==> src/hw/rtl/aap_pkg.sv <==
// ----------------------------------------------------------------------------
// aap_pkg
// Shared constants and the arctangent table for the axis-angle rotation block.
// ----------------------------------------------------------------------------
`default_nettype none

package aap_pkg;

	localparam int COORD_WIDTH_DEF  = 32;
	localparam int CORDIC_STEPS_DEF = 16;
	localparam int ATAN_ENTRIES     = 24;
	localparam int AXIS_W           = 16;
	localparam int ANGLE_W          = 16;
	// CORDIC datapath width: Q.30 values with headroom for gain and sign.
	localparam int CD_W             = 34;
	localparam logic signed [CD_W-1:0] GAIN_Q30 = 34'sd652032874;
	localparam logic signed [CD_W-1:0] ONE_Q30  = 34'sd1073741824;

	function automatic logic [31:0] atan_entry(input int unsigned idx);
		logic [31:0] r;
		unique case (idx)
			0:  r = 32'h20000000;
			1:  r = 32'h12E4051E;
			2:  r = 32'h09FB385B;
			3:  r = 32'h051111D4;
			4:  r = 32'h028B0D43;
			5:  r = 32'h0145D7E1;
			6:  r = 32'h00A2F61E;
			7:  r = 32'h00517C55;
			8:  r = 32'h0028BE53;
			9:  r = 32'h00145F2F;
			10: r = 32'h000A2F98;
			11: r = 32'h000517CC;
			12: r = 32'h00028BE6;
			13: r = 32'h000145F3;
			14: r = 32'h0000A2FA;
			15: r = 32'h0000517D;
			16: r = 32'h000028BE;
			17: r = 32'h0000145F;
			18: r = 32'h00000A30;
			19: r = 32'h00000518;
			20: r = 32'h0000028C;
			21: r = 32'h00000146;
			22: r = 32'h000000A3;
			23: r = 32'h00000051;
			default: r = 32'h00000000;
		endcase
		return r;
	endfunction

endpackage

`default_nettype wire

==> src/hw/rtl/aap_cordic.sv <==
// ----------------------------------------------------------------------------
// aap_cordic
// Unrolled rotation-mode CORDIC, one stage per step, with half-turn fold.
// ----------------------------------------------------------------------------
`default_nettype none

module aap_cordic
	import aap_pkg::*;
#(
	parameter int STEPS = CORDIC_STEPS_DEF
) (
	input  wire                          clk,
	input  wire                          arst_n,
	input  wire                          in_valid,
	input  wire        [ANGLE_W-1:0]     angle,
	output logic                         out_valid,
	output logic signed [CD_W-1:0]       cos_val,
	output logic signed [CD_W-1:0]       sin_val
);

	logic                   v_s    [0:STEPS];
	logic                   fold_s [0:STEPS];
	logic signed [CD_W-1:0] x_s    [0:STEPS];
	logic signed [CD_W-1:0] y_s    [0:STEPS];
	logic signed [CD_W-1:0] z_s    [0:STEPS];

	logic        fold_in;
	logic [31:0] a_in;

	// Fold angles beyond a quarter turn by a half turn.
	assign fold_in = angle[ANGLE_W-1] ^ angle[ANGLE_W-2];
	assign a_in    = {angle[ANGLE_W-1] ^ fold_in, angle[ANGLE_W-2:0], 16'h0000};

	always_ff @(posedge clk or negedge arst_n) begin
		if (!arst_n) begin
			v_s[0] <= 1'b0;
		end else begin
			v_s[0] <= in_valid;
		end
	end

	always_ff @(posedge clk) begin
		fold_s[0] <= fold_in;
		x_s[0]    <= GAIN_Q30;
		y_s[0]    <= '0;
		z_s[0]    <= CD_W'($signed(a_in));
	end

	for (genvar i = 0; i < STEPS; i++) begin : g_step
		localparam logic signed [CD_W-1:0] ATAN = CD_W'(atan_entry(i));
		logic signed [CD_W-1:0] dx, dy;
		assign dx = x_s[i] >>> i;
		assign dy = y_s[i] >>> i;

		always_ff @(posedge clk or negedge arst_n) begin
			if (!arst_n) begin
				v_s[i+1] <= 1'b0;
			end else begin
				v_s[i+1] <= v_s[i];
			end
		end

		always_ff @(posedge clk) begin
			fold_s[i+1] <= fold_s[i];
			if (!z_s[i][CD_W-1]) begin
				x_s[i+1] <= x_s[i] - dy;
				y_s[i+1] <= y_s[i] + dx;
				z_s[i+1] <= z_s[i] - ATAN;
			end else begin
				x_s[i+1] <= x_s[i] + dy;
				y_s[i+1] <= y_s[i] - dx;
				z_s[i+1] <= z_s[i] + ATAN;
			end
		end
	end

	always_ff @(posedge clk or negedge arst_n) begin
		if (!arst_n) begin
			out_valid <= 1'b0;
		end else begin
			out_valid <= v_s[STEPS];
		end
	end

	// Undo the fold by negating both results.
	always_ff @(posedge clk) begin
		cos_val <= fold_s[STEPS] ? -x_s[STEPS] : x_s[STEPS];
		sin_val <= fold_s[STEPS] ? -y_s[STEPS] : y_s[STEPS];
	end

endmodule

`default_nettype wire

==> config.mk <==
export PLATFORM = sky130hd
export DESIGN_NAME = aap_cordic
export DESIGN_NICKNAME = d
export VERILOG_FILES = /design/src/hw/rtl/aap_pkg.sv /design/src/hw/rtl/aap_cordic.sv
export SDC_FILE = /design/constraint.sdc
export NUM_CORES = 2
export LEC_CHECK = 0
export BUFFER_PORTS_ARGS = -buffer_cell sky130_fd_sc_hd__buf_2
export CAP_MARGIN = 20
export CORE_ASPECT_RATIO = 0.5
export CORE_MARGIN = 2
export CORE_UTILIZATION = 40
export DETAILED_ROUTE_END_ITERATION = 12
export PLACE_DENSITY = 0.52
export SYNTH_ARGS = -nofsm -noshare
export SYNTH_HDL_FRONTEND = slang
export SYNTH_SLANG_ARGS = --single-unit
==> constraint.sdc <==
create_clock -name clk -period 5.8 [get_ports clk]
set_input_delay 0.87 -clock clk [delete_from_list [all_inputs] [get_ports clk]]
set_output_delay 0.87 -clock clk [all_outputs]
set_load 0.1 [all_outputs]
# After elaboration in Yosys (flattened, before gate mapping)

Memories as Yosys holds them, arrays and structs flattened.
Cells that the tools add are included.

Bits in registers: 86
Memory bits (writable): 1751
Input port bits: 19
Output and inout bits: 69
Word-level logic and storage cells: 253
Memories kept: 4

$add $sub $neg: 97
Mux-type cells: 82
Bitwise operators: 50

Memories:

| name   | words | width | read ports | clocked after memory_dff | write ports | RTL line         | RTL |
|---|---|---|---|---|---|---|---|
| x_s    | 17    | 34    | 17         | 0                        | 17          | aap_cordic.sv:23 | `logic signed [CD_W-1:0] x_s [0:STEPS];` |
| y_s    | 17    | 34    | 17         | 0                        | 17          | aap_cordic.sv:24 | `logic signed [CD_W-1:0] y_s [0:STEPS];` |
| z_s    | 17    | 34    | 16         | 0                        | 17          | aap_cordic.sv:25 | `logic signed [CD_W-1:0] z_s [0:STEPS];` |
| fold_s | 17    | 1     | 17         | 0                        | 17          | aap_cordic.sv:22 | `logic fold_s [0:STEPS];` |

Operators with widths:

| operator                     | count |
|---|---|
| two-way mux 34 bit           | 50 |
| adder 34 x 19 -> 34 bit      | 2 |
| adder 34 x 20 -> 34 bit      | 2 |
| adder 34 x 21 -> 34 bit      | 2 |
| adder 34 x 22 -> 34 bit      | 2 |
| adder 34 x 23 -> 34 bit      | 2 |
| adder 34 x 24 -> 34 bit      | 2 |
| adder 34 x 25 -> 34 bit      | 2 |
| adder 34 x 26 -> 34 bit      | 2 |
| adder 34 x 27 -> 34 bit      | 2 |
| adder 34 x 28 -> 34 bit      | 2 |
| adder 34 x 29 -> 34 bit      | 2 |
| adder 34 x 30 -> 34 bit      | 2 |
| adder 34 x 31 -> 34 bit      | 2 |
| adder 34 x 32 -> 34 bit      | 2 |
| adder 34 x 33 -> 34 bit      | 2 |
| negator 34 bit               | 2 |
| subtractor 34 x 19 -> 34 bit | 2 |
| subtractor 34 x 20 -> 34 bit | 2 |
| subtractor 34 x 21 -> 34 bit | 2 |
| subtractor 34 x 22 -> 34 bit | 2 |
| subtractor 34 x 23 -> 34 bit | 2 |
| subtractor 34 x 24 -> 34 bit | 2 |
| subtractor 34 x 25 -> 34 bit | 2 |
| 45 further kinds             | 133 |

# Depth between registers and ports, before layout

An unclocked memory read counts as a cell.

Depth after elaboration: 3
Mapped depth: 22
Depth with buffers taken out: 22

# Worst setup path before layout

Ideal clock, no wire load.

Kind: register to register
Start point: memory z_s[6][33]
End point: memory x_s[7][31]
Setup time: 127 ps
Arrival time: 4509 ps
Data required time: 5673 ps
Slack: 1165 ps
Cell stages (with the launch flop): 16
Path buffers: 1
Clock period less this slack: 4635 ps
Path through: dfxtp_1 clkbuf_1 clkinv_1 o21ai_0 xnor2_1 ha_1 a2111oi_0 o21ai_0 a221oi_1 o21a_1 o41ai_1 a21o_1 and2_1 a221oi_1 o21ai_0 xor2_1

RTL lines:

| element     | RTL line |
|---|---|
| from (decl) | aap_cordic.sv:25 |
| to (decl)   | aap_cordic.sv:23 |

==> metrics.csv <==
metric;value;unit
first-pass GRT wire length;468;mm
cell count after synthesis;12638;
area share of the largest cell type after synthesis;0.281;
max-slew violations;0;
area of the multi-input gates;75100;µm²
clk_lat worst skew;0.86;ns
post-synthesis sequential area ratio;0.285;
Slew HR;0.153;
r2r endpoint;y_s[15][33];
total wire length;297;mm
Register Area;31100;µm²
critical path cell sequence;inv_1, ha_1, nand2b_1, or4_1, nor3_1, nand3b_1, o21a_1, xnor2_1, ha_1, a21o_1, a211o_1, or3_1, a31oi_1, nor3b_1, o41ai_1, o31a_1, o221ai_1, a21oi_1, xnor2_1;
critical path's slowest cell;o41ai_1;
Worst Hold Class;in2reg;
DRT iter0 DRCs;4982;
max_cap viols;0;
achievable frequency;0.197;GHz
DR vias/cell;5.30;
period utilization;0.876;
die height;373;µm
worst-case clock buffer depth;4;
share of layout cells above drive strength 1;0.0501;
critical path arrival;5.85;ns
vias in the first global route;84524;
largest net degree at the start of global routing;65;
most frequent cells in the layout;dfxtp_1 (1513), a21oi_1 (1421), ha_1 (1378);
nets;14246;
clock buffer count from CTS;166;
Tightest Pin Transition;1.26;ns
Layout area overhead;9.78;%
dpl hpwl;243;mm
crit path from;x_s[14][14];
GR Util All Layers;0.207;
# DRC;0;
number of synthesized flops with an enable pin;0;
ys async rst share;0.0116;
Crit. End Element;register;
r2r setup slk;0.72;ns
Final min period;5.08;ns
H-tree levels;4;
Worst R2R Start;x_s[14][14];
largest stage delay on the critical path;0.68;ns
via count;87971;
syn nets;14077;
Mapped Area;109000;µm²
endpoints failing hold;0;
die footprint;277000;µm²
CTS clock-pin slew for the worst setup and hold paths;0.07;ns
commonest non-fill, non-tap cell in the layout;dfxtp_1;
ANT nets after route;0;
Final TNS setup;0;ns
total grt overflow;0;
type of the worst setup path;reg2reg;
reg2reg path depth;19;
post-CTS sizing;0;
io pins;88;
port buffer count;87;
Worst Path Max Fanout;7;
Post-Syn Area per Cell;8.62;µm²
top cells by area, synth;dfxtp_1 (28%), ha_1 (16%), xnor2_1 (10%), a21oi_1 (6.5%), xor2_1 (5.1%);
RSZ-0062 raised after global routing;false;
Detailed Routing Iterations Pass 1;9;
CP Data Required Time;6.57;ns
starting density of the core;0.402;
RePlAce Congestion;0.916;
Site Rows;135;
fillcell total;26572;
wire length per cell;17.9;µm
CTS root buf;clkbuf_16;
final setup fails;0;
Top FF cell, synth;dfxtp_1;
die width;742;µm
core box area;271000;µm²
Yosys reg bits;1546;
area leader, netlist;dfxtp_1;
clk sinks;1546;
Setup Skew;0.0794;ns
status;finished clean;
post-synthesis cell type count;91;
CTS tree;built;
synth warn;0;
initial antenna violation count;7;
Worst setup SP type;register;
critical path capture point;y_s[15][33];
## layer usage
layer	track usage	share of wire
met5	0	0
met4	0.0546	0.027
met3	0.0229	0.035
met2	0.355	0.46
met1	0.275	0.47
## Yosys cell counts (all sizes together), types with 42 or more instances
master  instances
and2           64
dfxtp        1528
nor2         1049
o31a           44
o41ai          45
o21bai        164
or4            46
a31oi         125
a21o          649
clkbuf        156
o211ai         59
o21ai         580
a21oi        1421
nor4           80
and3           89
nand2         583
o21a          200
mux2           63
mux2i          68
nor2b         163
nand4          98
o31ai          62
or3            59
or2            58
nand2b        184
nand3         183
fa             42
nor3          321
xnor2        1243
xor2          631
inv           545
ha           1378
a211oi        108
## cells by family after synthesis
group / after synthesis / synth area share
AO/OA/AOI/OAI: 3817 / 0.221
XOR/XNOR: 1875 / 0.151
adder cells (fa/ha/maj): 1420 / 0.166
buffers and inverters: 739 / 0.0255
flip-flops: 1546 / 0.285
multiplexers: 131 / 0.0128
AND/OR/NAND/NOR: 3110 / 0.139
## layout make-up
type                    count  share of cell area
inverters                 547              0.0172
clock buffers             219              0.0389
clock inverters            69             0.00672
repair buffers            193              0.0106
flip-flops and latches   1546               0.260
multi-input cells       10353               0.628
diodes                     31            0.000649
well taps                3630              0.0380
## critical path: cells and delay by family (launching register included)
kind | cells | cell delay, ns
AOI/OAI and AO/OA | 8 | 2.26
and+or+nand+nor | 6 | 1.48
adders and majority gates | 2 | 0.54
DFF | 1 | 0.38
xor gates and xnor gates | 2 | 0.25
buffers and inverters | 1 | 0.09
## flip-flops by register name (all words and copies together), names as in the netlist
register,count
fold_s,17
y_s,511
v_s,17
x_s,484
z_s,448
sin_val,34
cos_val,34
out_valid,1
## worst min-delay path by stage
stage	startpoint	cells after the start	slack (ns)	end
2_1_floorplan	fold_s[0][0]	0	0.31	fold_s[0][1]
3_3_place_gp	fold_s[0][1]	0	0.31	fold_s[0][2]
3_5_place_dp	fold_s[1][0]	0	0.31	fold_s[1][1]
4_1_cts	angle[1]	1	0.03	z_s[0][17]
5_1_grt	angle[1]	1	0.05	z_s[0][17]
6_report	angle[2]	1	0.10	z_s[0][18]
## through the flow
| stage | instance area, µm² | hold WS (ns) | setup WS [ns] | std cells | util |
|---|---|---|---|---|---|
| after CTS | 120000 | 0.0337 | 0.766 | 16557 | 0.441 |
| after global placement | 114000 | 0.310 | 0.939 | 16268 | 0.421 |
| after global routing | 120000 | 0.0455 | 0.233 | 16584 | 0.442 |
| after floorplan | 109000 | 0.310 | 1.16 | 12638 | - |
| final | 120000 | 0.105 | 0.716 | 16588 | 0.442 |
| after detailed placement | 114000 | 0.312 | 0.802 | 16268 | 0.421 |
## repair_timing
action	4_1_cts	5_1_grt
hold endpoints to repair	18	0
hold buffers	1	0
setup buffers	0	0
Power is not shown: default switching activity piles up to over one toggle a cycle in this logic, so the estimate is an artifact.
